===== src/csp_pkg.sv =====
`default_nettype none

package csp_pkg;

    // field widths
    localparam int COORD_BITS    = 32;
    localparam int DIR_BITS      = 16;
    localparam int BOUND_BITS    = 31;
    localparam int INDEX_BITS    = 20;
    localparam int DIR_FRAC      = 14;

    // datapath widths
    localparam int DIFF_BITS     = COORD_BITS + 1;          // p - origin
    localparam int PROD_BITS     = DIFF_BITS + DIR_BITS;    // one cross term
    localparam int CROSS_BITS    = PROD_BITS + 1;           // difference of two terms
    localparam int MAG_BITS      = PROD_BITS - 1;           // |cross component|
    localparam int HALF_BITS     = MAG_BITS / 2;
    localparam int PART_BITS     = 2 * HALF_BITS;
    localparam int SQ_BITS       = 2 * MAG_BITS;
    localparam int DIST_BITS     = SQ_BITS + 2;             // sum of three squares
    localparam int ALIGN_BITS    = 2 * DIR_FRAC;            // bound^2 vs distance^2 scale
    localparam int DHI_BITS      = DIST_BITS - ALIGN_BITS;
    localparam int BSUM_BITS     = BOUND_BITS + 1;
    localparam int BSQ_BITS      = 2 * BSUM_BITS;

    // stream packing
    localparam int S_DATA_BITS   = ((3 * COORD_BITS + INDEX_BITS + 7) / 8) * 8;
    localparam int M_DATA_BITS   = ((INDEX_BITS + 1 + 7) / 8) * 8;

    // config port
    localparam int CFG_IDX_BITS  = 3;
    localparam int CFG_DATA_BITS = 32;

    localparam int NSTG          = 7;

    typedef enum logic [CFG_IDX_BITS-1:0] {
        REG_ORIGIN_X = 3'd0,
        REG_ORIGIN_Y = 3'd1,
        REG_ORIGIN_Z = 3'd2,
        REG_DIR_X    = 3'd3,
        REG_DIR_Y    = 3'd4,
        REG_DIR_Z    = 3'd5,
        REG_RADIUS   = 3'd6,
        REG_BAND_TOL = 3'd7
    } cfg_reg_t;

    typedef struct packed {
        logic signed [COORD_BITS-1:0] org_x;
        logic signed [COORD_BITS-1:0] org_y;
        logic signed [COORD_BITS-1:0] org_z;
        logic signed [DIR_BITS-1:0]   dir_x;
        logic signed [DIR_BITS-1:0]   dir_y;
        logic signed [DIR_BITS-1:0]   dir_z;
    } axis_t;

    typedef struct packed {
        logic [BSQ_BITS-1:0] upper_sq;    // (r + t)^2
        logic [BSQ_BITS-1:0] lower_sq;    // (r - t)^2, meaningful when r >= t
        logic                lower_free;  // r < t: lower bound always met
    } bound_t;

    typedef struct packed {
        logic [NSTG-1:0] en;
        logic [NSTG-1:0] vld;
    } pipe_ctl_t;

endpackage

`default_nettype wire


===== src/csp_pipe_ctrl.sv =====
`default_nettype none

module csp_pipe_ctrl (
    input  wire logic              aclk,
    input  wire logic              aresetn,
    input  wire logic              s_tvalid,
    input  wire logic              m_tready,
    output csp_pkg::pipe_ctl_t     pc
);

    logic [csp_pkg::NSTG-1:0] vld_reg;
    logic [csp_pkg::NSTG-1:0] vld_next;
    logic [csp_pkg::NSTG-1:0] en;

    // a stage may load when it is empty or its contents move on
    always_comb begin
        en[csp_pkg::NSTG-1] = !vld_reg[csp_pkg::NSTG-1] || m_tready;
        for (int k = csp_pkg::NSTG - 2; k >= 0; k--) begin
            en[k] = !vld_reg[k] || en[k+1];
        end
    end

    always_comb begin
        vld_next[0] = en[0] ? s_tvalid : vld_reg[0];
        for (int k = 1; k < csp_pkg::NSTG; k++) begin
            vld_next[k] = en[k] ? vld_reg[k-1] : vld_reg[k];
        end
    end

    always_ff @(posedge aclk) begin
        if (!aresetn) begin
            vld_reg <= '0;
        end else begin
            vld_reg <= vld_next;
        end
    end

    assign pc.en  = en;
    assign pc.vld = vld_reg;

endmodule

`default_nettype wire


===== config.mk =====
export PLATFORM = sky130hd
export DESIGN_NAME = csp_pipe_ctrl
export DESIGN_NICKNAME = d
export VERILOG_FILES = /design/src/csp_pkg.sv /design/src/csp_pipe_ctrl.sv
export SDC_FILE = /design/constraint.sdc
export NUM_CORES = 1
export LEC_CHECK = 0
export BUFFER_PORTS_ARGS = -buffer_cell sky130_fd_sc_hd__buf_4
export CORE_AREA = 2 2 39 41
export CTS_CLUSTER_SIZE = 10
export DETAILED_ROUTE_END_ITERATION = 12
export DIE_AREA = 0 0 41 43
export PLACE_DENSITY = 0.55
export RECOVER_POWER = 25
export SLEW_MARGIN = 15
export SYNTH_ARGS = -nofsm -noshare
export SYNTH_HDL_FRONTEND = slang
export SYNTH_SLANG_ARGS = --single-unit

===== constraint.sdc =====
create_clock -name aclk -period 0.9 [get_ports aclk]
set_input_delay 0.045 -clock aclk [delete_from_list [all_inputs] [get_ports aclk]]
set_output_delay 0.045 -clock aclk [all_outputs]
set_load 0.005 [all_outputs]

# [Word-level counts from Yosys, hierarchy flattened]
# Cells that the tools add are included.
[totals] regBits=7 wordCells=21
[classes] n_reduce_logical=14
[op_table] op="logical NOT 1 bit" count=7
[op_table] op="logical OR 1 bit" count=7

# [Logic depth before layout (Yosys ltp)]
[logic_depth] ltp_word=8 depth_mapped=3 mapped_depth_nobuf=3

# [Worst setup path before layout]
# OpenSTA, ideal clock, no wires.
[synth_path] path_kind="register -> register" from="register vld_reg[5] (netlist bit)" to="register vld_reg[3] (netlist bit)" arrival_ps=936 setup_slack_ps=-101 path_stages_with_launch=4 synth_period_minus_slack_ps=1001 path_cell_list="dfxtp_1 -> nand4b_4 -> or2_4 -> a21boi_2"
[synth_rtl] element="start: declaration" line="csp_pipe_ctrl.sv:11" rtl="logic [csp_pkg::NSTG-1:0] vld_reg;"
[synth_rtl] element="start signal: assignment" line="csp_pipe_ctrl.sv:34" rtl="vld_reg <= vld_next;"

==> metrics.md <==
| Metric | Value |
|---|---|
| P per Cell Area | 1084 mW/mm² |
| Post-synthesis cell type count | 13 |
| Number of fill cells | between 100 and 150 |
| Clock latency on the worst-skew pair | 0.24 ns |
| Ranking of synthesized cells by area | dfxtp_1, nand4b_4, nand2_1 |
| Setup CP Type | register to output port |
| Clock-pin slew on the worst setup and hold paths | about 0.05 ns |
| Syn Nets | 35 |
| DR WL/cell | 8.974 µm |
| Root buffer cell | clkbuf_4 |
| Die width | a little over 40 µm |
| Max FFs per register | 7 |
| Vias | just over 300 |
| I/O Pins | 18 |
| Rows | 14 |
| Crit-path max FO | 5 |
| Number of port buffers | 17 |
| N_diodes | 0 |
| Synth area leader | dfxtp_1 |
| CTS tree | done |
| Setup ws final | -0.2819 ns |
| Final Cell Area | around 600 µm² |
| Top FF cell, synth | dfxtp_1 |
| Area Growth Syn to Fin | 105.6% |
| Slew at the pin closest to its max-slew limit | 0.1950 ns |
| LEAKAGE | ~0.29 nW |
| Final ANT Viol Nets | 0 |
| Die area | 0.001763 mm² |
| Gr ovfl total | 0 |
| Yosys top cell area share | between 40% and 50% |
| RSZ-0062 raised after global routing | yes |
| Final hold slack | about 0.0044 ns |
| Most common cell in the netlist | dfxtp_1 |
| Post-synthesis instance area | 289.0 µm² |
| Setup Skew | roughly 0.0031 ns |
| Routability cong. | between 0.6 and 0.7 |
| Final Hold Vio Count | 0 |
| Register area share after synthesis | around half |
| # Max-Cap Violations | 0 |
| Final #Nets | 66 |
| Via/cell ratio | 4.000 |
| Synth Instances | 31 |
| Max Buffers Root-to-Sink | 2 |
| Post-layout min period | around 1.2 ns |
| Worst slack, placed | -0.1012 ns |
| Slowest-stage cell, CP | dfxtp_4 |
| Most common library cells after synthesis | dfxtp_1, nand2_1, inv_1 |
| DR iter-0 viols | 4 |
| Routed WL | just under 700 µm |
| Worst hold stages | 2 |
| Avg Inst Size Synth | about 9.3 µm² |
| First-pass GRT wire length | approximately 1100 µm |
| Core box area | around 0.0014 mm² |
| Final setup violation count | 9 |
| Worst reg-to-reg path cell count | 4 |
| H-tree depth | 1 |
| Failing checks | setup timing |
| Period utilization | 131.3% |
| Fmax achieved | roughly 850 MHz |
| Critical path capture point type | output port |
| Slew Limit Fails | 0 |
| Die Y | ~43 µm |
| DRT Pass-1 Iters | 4 |
| Slowest stage delay, CP | ~0.35 ns |
| Cts hold-fix bufs | 0 |
| Critical path startpoint category | register |
| Starting density of the core | a little over a fifth |
| Synth async-reset ratio | 0% |
| Worst endpoint required time | 0.85 ns |
| Share of cells above drive strength 1 | between 70% and 80% |
| Status | complete, but fails checks |
| Synth Register Bits | 7 |
| Worst IR Drop VDD | 0.5860 mV |
| GRT Util Overall | roughly a tenth |
| Total CTS buffers | 3 |
| Largest net degree at the start of global routing | 9 |
| Relative slew slack | between 80% and 90% |
| Initial antenna violation count | 0 |
| Clock Sink Count | 7 |
| Vias in the first global route | 296 |
| Cell Area, Placed | about 490 µm² |
| EDFF count, synth | 0 |
| Synth warn | 0 |
| Arrival time worst endpoint | around 1.1 ns |
| Crit path cell chain | nand4b_4 > or2_4 > buf_6 |
| Min-delay worst type | input port to register |
| DRC | 0 |
## cell usage in the layout, fill, tap and decap left out
master    instances
clkbuf_1          1
buf_6             6
o31ai_1           1
nand4b_4          1
nor2_2            1
dfxtp_1           2
dfxtp_2           3
dfxtp_4           2
nand2_1           4
inv_2             1
nor3_4            1
clkbuf_4          4
nor2b_4           1
a21boi_2          1
nand2_2           2
a21boi_1          1
o21a_1            3
or2_4             1
a21oi_2           1
inv_1             4
nor2b_1           1
buf_4            19
## worst paths after layout
path	slack, ns	endpoint	startpoint
setup / recovery	-0.28	pc[10]	vld_reg[5]$_SDFFE_PN0P_
hold / removal	0.004	vld_reg[0]$_SDFFE_PN0P_	s_tvalid
setup reg to reg	-0.15	vld_reg[3]$_SDFFE_PN0P_	vld_reg[5]$_SDFFE_PN0P_
hold reg to reg	0.48	vld_reg[1]$_SDFFE_PN0P_	vld_reg[0]$_SDFFE_PN0P_
## report_power, final
part,switching (mW),internal (mW),total [mW]
logic,0.0181,0.0310,0.0490
registers,0.00509,0.312,0.317
clock network,0.109,0.169,0.278
## critical path, delay by kind of cell (launching register included)
family,cells,cell delay [ns]
buf+inv,1,0.11
simple gates,2,0.42
flops,1,0.35
## routing by layer
metal  wire [µm]  GRT usage (%)
met4           4          6.000
met1         307          12.94
met5           0              0
met2         308          12.50
met3          71          3.141
## cell type report
| type | instances | area, µm² | area share (%) |
|---|---|---|---|
| inverters | 5 | 18.77 | 3.158 |
| multi-input cells | 19 | 160.2 | 26.95 |
| flip-flops and latches | 7 | 151.4 | 25.47 |
| repair buffers | 26 | 217.7 | 36.63 |
| well taps | 16 | 20.02 | 3.368 |
| clock buffers | 4 | 26.28 | 4.421 |
## logic make-up (layout without fill, tap and decap cells)
family | after synthesis | after routing | share of synthesized area [%]
AO/OA/AOI/OAI | 7 | 7 | 18.61
AND/OR/NAND/NOR | 12 | 12 | 26.40
buffers and inverters | 5 | 35 | 6.494
flip-flops | 7 | 7 | 48.48
## metrics by stage
step                      utilization, %  TNS [ns]  power (mW)  instances
after floorplan                        -  -0.01908      0.3392         31
after CTS                          39.42    -1.934      0.6556         75
final                              42.95    -1.593      0.6444         77
after detailed placement           35.26   -0.2556      0.3728         70
after global routing               42.95    -2.229      0.6835         77
after global placement             35.26   -0.1359      0.3724         70
## what timing repair did
item,in CTS,in global routing
pin swaps,3,2
hold endpoints to repair,0,0
buffers inserted,1,3
gates resized for setup,6,13
endpoints found under the setup margin,11,16
(Power assumes the default switching activity.)
