--- src/csp_pkg.sv ---
`default_nettype none

package csp_pkg;

    // field widths
    localparam int COORD_BITS    = 32;
    localparam int DIR_BITS      = 16;
    localparam int BOUND_BITS    = 31;
    localparam int INDEX_BITS    = 20;
    localparam int DIR_FRAC      = 14;

    // datapath widths
    localparam int DIFF_BITS     = COORD_BITS + 1;          // p - origin
    localparam int PROD_BITS     = DIFF_BITS + DIR_BITS;    // one cross term
    localparam int CROSS_BITS    = PROD_BITS + 1;           // difference of two terms
    localparam int MAG_BITS      = PROD_BITS - 1;           // |cross component|
    localparam int HALF_BITS     = MAG_BITS / 2;
    localparam int PART_BITS     = 2 * HALF_BITS;
    localparam int SQ_BITS       = 2 * MAG_BITS;
    localparam int DIST_BITS     = SQ_BITS + 2;             // sum of three squares
    localparam int ALIGN_BITS    = 2 * DIR_FRAC;            // bound^2 vs distance^2 scale
    localparam int DHI_BITS      = DIST_BITS - ALIGN_BITS;
    localparam int BSUM_BITS     = BOUND_BITS + 1;
    localparam int BSQ_BITS      = 2 * BSUM_BITS;

    // stream packing
    localparam int S_DATA_BITS   = ((3 * COORD_BITS + INDEX_BITS + 7) / 8) * 8;
    localparam int M_DATA_BITS   = ((INDEX_BITS + 1 + 7) / 8) * 8;

    // config port
    localparam int CFG_IDX_BITS  = 3;
    localparam int CFG_DATA_BITS = 32;

    localparam int NSTG          = 7;

    typedef enum logic [CFG_IDX_BITS-1:0] {
        REG_ORIGIN_X = 3'd0,
        REG_ORIGIN_Y = 3'd1,
        REG_ORIGIN_Z = 3'd2,
        REG_DIR_X    = 3'd3,
        REG_DIR_Y    = 3'd4,
        REG_DIR_Z    = 3'd5,
        REG_RADIUS   = 3'd6,
        REG_BAND_TOL = 3'd7
    } cfg_reg_t;

    typedef struct packed {
        logic signed [COORD_BITS-1:0] org_x;
        logic signed [COORD_BITS-1:0] org_y;
        logic signed [COORD_BITS-1:0] org_z;
        logic signed [DIR_BITS-1:0]   dir_x;
        logic signed [DIR_BITS-1:0]   dir_y;
        logic signed [DIR_BITS-1:0]   dir_z;
    } axis_t;

    typedef struct packed {
        logic [BSQ_BITS-1:0] upper_sq;    // (r + t)^2
        logic [BSQ_BITS-1:0] lower_sq;    // (r - t)^2, meaningful when r >= t
        logic                lower_free;  // r < t: lower bound always met
    } bound_t;

    typedef struct packed {
        logic [NSTG-1:0] en;
        logic [NSTG-1:0] vld;
    } pipe_ctl_t;

endpackage

`default_nettype wire

--- src/csp_cfg_regs.sv ---
`default_nettype none

module csp_cfg_regs (
    input  wire logic                              aclk,
    input  wire logic                              aresetn,
    input  wire logic                              cfg_valid,
    input  wire logic [csp_pkg::CFG_IDX_BITS-1:0]  cfg_index,
    input  wire logic [csp_pkg::CFG_DATA_BITS-1:0] cfg_data,
    output csp_pkg::axis_t                         axis,
    output csp_pkg::bound_t                        bnd
);

    csp_pkg::axis_t                  axis_reg;
    logic [csp_pkg::BOUND_BITS-1:0]  radius_reg;
    logic [csp_pkg::BOUND_BITS-1:0]  tol_reg;

    // derived bounds: sum, difference and flag registered from the raw values, squares from those
    logic [csp_pkg::BSUM_BITS-1:0]   bsum_reg;
    logic [csp_pkg::BOUND_BITS-1:0]  bdiff_reg;
    logic                            lfree_reg;
    logic [csp_pkg::BSQ_BITS-1:0]    upper_sq_reg;
    logic [csp_pkg::BSQ_BITS-1:0]    lower_sq_reg;

    logic [csp_pkg::BSQ_BITS-1:0]     upper_sq_next;
    logic [2*csp_pkg::BOUND_BITS-1:0] lower_prod;

    assign upper_sq_next = bsum_reg * bsum_reg;
    assign lower_prod    = bdiff_reg * bdiff_reg;

    always_ff @(posedge aclk) begin
        if (!aresetn) begin
            axis_reg.org_x <= '0;
            axis_reg.org_y <= '0;
            axis_reg.org_z <= '0;
            axis_reg.dir_x <= '0;
            axis_reg.dir_y <= '0;
            axis_reg.dir_z <= csp_pkg::DIR_BITS'(1 << csp_pkg::DIR_FRAC);
            radius_reg     <= '0;
            tol_reg        <= '0;
            bsum_reg       <= '0;
            bdiff_reg      <= '0;
            lfree_reg      <= 1'b0;
            upper_sq_reg   <= '0;
            lower_sq_reg   <= '0;
        end else begin
            if (cfg_valid) begin
                case (csp_pkg::cfg_reg_t'(cfg_index))
                    csp_pkg::REG_ORIGIN_X: axis_reg.org_x <= cfg_data[csp_pkg::COORD_BITS-1:0];
                    csp_pkg::REG_ORIGIN_Y: axis_reg.org_y <= cfg_data[csp_pkg::COORD_BITS-1:0];
                    csp_pkg::REG_ORIGIN_Z: axis_reg.org_z <= cfg_data[csp_pkg::COORD_BITS-1:0];
                    csp_pkg::REG_DIR_X:    axis_reg.dir_x <= cfg_data[csp_pkg::DIR_BITS-1:0];
                    csp_pkg::REG_DIR_Y:    axis_reg.dir_y <= cfg_data[csp_pkg::DIR_BITS-1:0];
                    csp_pkg::REG_DIR_Z:    axis_reg.dir_z <= cfg_data[csp_pkg::DIR_BITS-1:0];
                    csp_pkg::REG_RADIUS:   radius_reg     <= cfg_data[csp_pkg::BOUND_BITS-1:0];
                    default:               tol_reg        <= cfg_data[csp_pkg::BOUND_BITS-1:0];
                endcase
            end
            bsum_reg     <= {1'b0, radius_reg} + {1'b0, tol_reg};
            bdiff_reg    <= radius_reg - tol_reg;
            lfree_reg    <= radius_reg < tol_reg;
            upper_sq_reg <= upper_sq_next;
            lower_sq_reg <= csp_pkg::BSQ_BITS'(lower_prod);
        end
    end

    assign axis           = axis_reg;
    assign bnd.upper_sq   = upper_sq_reg;
    assign bnd.lower_sq   = lower_sq_reg;
    assign bnd.lower_free = lfree_reg;

endmodule

`default_nettype wire

--- config.mk ---
export PLATFORM = sky130hd
export DESIGN_NAME = csp_cfg_regs
export DESIGN_NICKNAME = d
export VERILOG_FILES = /design/src/csp_pkg.sv /design/src/csp_cfg_regs.sv
export SDC_FILE = /design/constraint.sdc
export NUM_CORES = 2
export LEC_CHECK = 0
export BUFFER_PORTS_ARGS = -buffer_cell sky130_fd_sc_hd__buf_2
export CAP_MARGIN = 20
export CORE_ASPECT_RATIO = 1.4
export CORE_MARGIN = 1.5
export CORE_UTILIZATION = 45
export DETAILED_ROUTE_END_ITERATION = 12
export GPL_ROUTABILITY_DRIVEN = 0
export GPL_TIMING_DRIVEN = 0
export PLACE_DENSITY = 0.59
export SETUP_SLACK_MARGIN = 0.2
export SLEW_MARGIN = 40
export SYNTH_ARGS = -nofsm -noshare
export SYNTH_HDL_FRONTEND = slang
export SYNTH_SLANG_ARGS = --single-unit
--- constraint.sdc ---
create_clock -name aclk -period 15.2 [get_ports aclk]
set_input_delay 2.28 -clock aclk [delete_from_list [all_inputs] [get_ports aclk]]
set_output_delay 2.28 -clock aclk [all_outputs]
set_load 0.05 [all_outputs]
==> After elaboration in Yosys (flattened, before gate mapping) <==
Cells that the tools add are included.
{ "classes": {"magnitude_cmp": 1, "bitwise_logic": 1, "multipliers": 2, "reduce_logical": 10, "addsub": 2, "eq_ne": 6} }
{ "ops": {"columns": ["cell", "n"], "rows": [
  ["$mul A32 B32 Y64", 1],
  ["$mul A31 B31 Y62", 1],
  ["$add A31 B31 Y32", 1],
  ["$lt A31 B31 Y1", 1],
  ["$sub A31 B31 Y31", 1],
  ["$reduce_and A2 Y1", 8],
  ["$eq A3 B3 Y1 const B", 3],
  ["$reduce_or A7 Y1", 1],
  ["$eq A3 B2 Y1 const B", 2],
  ["$eq A3 B1 Y1 const B", 1],
  ["$logic_not A3 Y1", 1],
  ["$not A1 Y1", 1]
]} }
{ "word_totals": {"in_bits": 38, "output_inout_bits": 273, "elab_cells": 36, "ff_bits": 398} }

==> Depth between registers and ports, before layout <==
{ "depth": {"depth_word": 4, "ltp_mapped": 31, "depth_no_buf": 29} }

==> Least setup slack after synthesis <==
Ideal clock, no wire load.
{ "synth_path": {"path_type": "register to register", "from": "reg bdiff_reg[5] (netlist name)", "to": "reg lower_sq_reg[56] (netlist name)", "setup_time_ps": 128, "n_path_buf": 3, "stages_incl_launch_ff": 28, "arrival_time_ps": 7476, "path_slack_ps": 7596, "synth_period_minus_slack_ps": 7604, "required_time_ps": 15072, "path_cell_list": "dfxtp_1 > clkbuf_1 > clkbuf_1 > inv_1 > nor2_1 > fa_1 > fa_1 > fa_1 > inv_1 > fa_1 > inv_1 > fa_1 > fa_1 > fa_1 > fa_1 > ha_1 > buf_2 > a21oi_1 > o21ai_0 > o21ai_0 > nor2b_1 > or3_1 > o21bai_2 > o31ai_1 > o311a_1 > o311ai_2 > xnor2_1 > nor2_1"} }
{ "synth_via": {"elab_chain_cells": 1} }
{ "synth_lines": {"columns": ["item", "line", "text"], "rows": [
  ["start: declaration", "csp_cfg_regs.sv:19", "logic [csp_pkg::BOUND_BITS-1:0] bdiff_reg;"],
  ["start signal: assignment", "csp_cfg_regs.sv:59", "bdiff_reg <= radius_reg - tol_reg;"],
  ["$mul A31 B31 Y62", "csp_cfg_regs.sv:28", "assign lower_prod = bdiff_reg * bdiff_reg;"],
  ["end signal: assignment", "csp_cfg_regs.sv:62", "lower_sq_reg <= csp_pkg::BSQ_BITS'(lower_prod);"],
  ["end: declaration", "csp_cfg_regs.sv:22", "logic [csp_pkg::BSQ_BITS-1:0] lower_sq_reg;"]
]} }
Every way passes these cells.
A chain may end at the register's enable or synchronous reset.

==> Final worst setup path <==
{ "layout_path": {"from": "reg bsum_reg[13] (netlist name)", "to": "reg upper_sq_reg[56] (netlist name)"} }
{ "layout_via": {"elab_chain_cells": 1} }
{ "layout_lines": {"columns": ["item", "line", "text"], "rows": [
  ["start: declaration", "csp_cfg_regs.sv:18", "logic [csp_pkg::BSUM_BITS-1:0] bsum_reg;"],
  ["start signal: assignment", "csp_cfg_regs.sv:58", "bsum_reg <= {1'b0, radius_reg} + {1'b0, tol_reg};"],
  ["$mul A32 B32 Y64", "csp_cfg_regs.sv:27", "assign upper_sq_next = bsum_reg * bsum_reg;"],
  ["end signal: assignment", "csp_cfg_regs.sv:61", "upper_sq_reg <= upper_sq_next;"],
  ["end: declaration", "csp_cfg_regs.sv:21", "logic [csp_pkg::BSQ_BITS-1:0] upper_sq_reg;"]
]} }
Every way passes these cells.

==> flow_summary.toml <==
[run_status]
status = "completed"

[setup_path]
max_stage_delay_ps = 770
worstSetupPathType = "register to register"
cp_max_fo = 10
start_kind = "register"
end_kind = "register"
crit_buf_inv = 7
crit_arrival_ps = 11040
crit_slowest_cell = "clkbuf_1"
cp_common_cell = "fa_1"
cp.required_ps = 15760
crit_family = "adder cells"

[clocking]
clock_latency_ps = 650
cts_tree = "yes"
cts_buffers = 46
postCtsSetupBuffers = 0
cts-resized-gates = 0
cts_sinks = 392
ctsHoldBuffers = 0
cts.path.max_buffers = 3
h-tree-depth = 2
cts_root_buf = "clkbuf_16"
path_clk_slew_ps = 60

[placed_design]
place_ws_ps = 4830
io_buffer_count = 288
dp_hpwl_um = 207000

[floorplan]
initial_utilization = 0.453
row_count = 172
die_w_um = 339
io_pins = 311
die_y_um = 474
core_um2 = 157000
die-area_um2 = 161000

[synthesis]
yosys.area_share.simple = 0.128
synth_edf_count = 0
synth_compound_area_frac = 0.0680
seq_area_frac_synth = 0.110
synth.distinct_cells = 77
synthCells = 7887
yosysWarningCount = 0
synthFlopType = "dfxtp_1"
synth_top_family_by_area = "adder cells"
synth_seq_cells = 392
muxShareOfSynthArea = 0.00158
syn_avg_cell_area_um2 = 9.03
synthAdderAreaFrac = 0.543
synthesis.area_um2 = 71200
synthArstFlopShare = 0
synthXorXnorAreaFrac = 0.0272

[routing]
drt_iter0_drc = 3909
drc = 0
avgViaCountPerCell = 5.33
routed_wl_um = 248000
wl_per_cell_um = 23.9
drt_first_pass_iters = 6
postRouteAntennaNets = 0
via_count = 55158

[timing]
fin_crit_sh = 0.690
rsz0062_at_grt = "no"
fin_hold_ws_ps = 451
final-hold-violation-count = 0
skew_ps = 31.0
timing.fmax_mhz = 95.4
slew_viol_final = 0
tns_ps = 0
worst_pin_slew_ps = 989
period_needed_ps = 10480
slew_headroom = 0.340
finalSetupViolations = 0
fin_ws_ps = 4720

[cells_and_area]
layout.nets = 10435
multiInputGateArea_um2 = 54700
regArea_um2 = 7850
fillers = 15219
largest_reg_flops = 144
syn2layout_area_growth_pct = 8.20
drive_above_1_share = 0.0675
final_util = 0.491

[grt]
grt_pass1_vias = 59948
grt_use_met3 = 0.0629
grt.total_usage = 0.313
grt_max_degree = 14
use_met1 = 0.340
grt.overflow.total = 0
grt_pass1_wl_um = 370000
use_met2 = 0.539
antenna_found_initial = 15
grt_busiest_layer = "met2"

[flow_run]
cap_violations = 0

[power]
p_sw_frac = 0.543
p_switching_mw = 5.59
peakVddDrop_uv = 258
pwr-share-clk = 0.110
power.total_mw = 10.3
seq_power_share = 0.116
power_density_nw_per_um2 = 134
combPwrFrac = 0.773
cellLeakagePower_nw = 41.9
p_int_mw = 4.71

[hold_path]
hp-class = "register to register"
[power by group through the flow]
| stage | clock [mW] | combinational (mW) | sequential [mW] |
|---|---|---|---|
| after global routing | 1.19 | 8.82 | 1.20 |
| final | 1.14 | 7.96 | 1.20 |
| after global placement | 0 | 7.83 | 1.22 |
| after CTS | 1.16 | 7.97 | 1.20 |
| after floorplan | 0 | 5.22 | 1.41 |
| after detailed placement | 0 | 7.92 | 1.22 |
[placed cells by master (no fill, tap or decap), types with 29 or more instances in the layout]
cell type / count
a21o_1: 95
a21oi_1: 389
a31oi_1: 33
and2_1: 434
and3_1: 29
buf_2: 297
clkbuf_1: 224
clkbuf_16: 47
clkbuf_2: 122
dfxtp_1: 391
fa_1: 1542
ha_1: 623
inv_1: 1942
nand2_1: 1025
nand3_1: 38
nand4_1: 34
nor2_1: 316
nor2b_1: 39
o21ai_0: 85
o21bai_1: 45
xnor2_1: 135
xor2_1: 86
[final cells by class]
cell class              instances  share of cell area
clock inverters                18             0.00289
diodes                          5            0.000162
inverters                    1945              0.0947
multi-input cells            5198               0.710
clock buffers                  60              0.0167
flip-flops and latches        392               0.102
well taps                    2088              0.0339
plain buffers                 355              0.0198
repair buffers                294              0.0199
[final timing paths]
check / from / to / slack (ps) / cells past startpoint
setup / recovery: bsum_reg[13] / upper_sq_reg[56] / 4720 / 28
hold / removal: axis[25] / axis[25] / 450 / 2
setup reg to reg: bsum_reg[13] / upper_sq_reg[56] / 4720 / 28
hold reg to reg: axis[25] / axis[25] / 450 / 2
[synth_stat cells (39+ instances only)]
library cell  number  area share
o21ai_0           85      0.0060
nand2_1         1025       0.054
ha_1             623        0.11
a21oi_1          390       0.027
inv_1           1942        0.10
nor2b_1           39      0.0034
nor2_1           316       0.017
a21o_1            95       0.010
xnor2_1          135       0.017
xor2_1            86       0.011
and2_1           434       0.038
o21bai_1          45      0.0047
fa_1            1542        0.43
dfxtp_1          392        0.11
clkbuf_1         322       0.017
[logic make-up after synthesis]
family,Yosys count
multiplexers,11
XOR/XNOR,221
other,1
AO/OA/AOI/OAI,789
adder cells (fa/ha/maj),2165
flip-flops,392
AND/OR/NAND/NOR,2008
buffers and inverters,2300
[worst register-to-register path, delay by kind of cell, from the launching register on]
family,cells,cell delay [ps]
adder cells (fa/ha/maj),9,4500
AO/OA/AOI/OAI,8,2940
buffers and inverters,7,1700
XOR/XNOR,1,130
AND/OR/NAND/NOR,3,490
flip-flops,1,630
[layer usage]
layer	wire [µm]	share of wire
met5	27	0.00011
met4	23300	0.094
met3	19300	0.078
met2	121000	0.49
met1	84600	0.34
[per-stage QoR]
| stage | std cells | instance area [µm²] |
|---|---|---|
| after floorplan | 7890 | 71300 |
| after global placement | 10266 | 75300 |
| after detailed placement | 10271 | 75500 |
| after CTS | 10349 | 77000 |
| after global routing | 10351 | 77100 |
| final | 10355 | 77100 |
(Power assumes the default switching activity.)
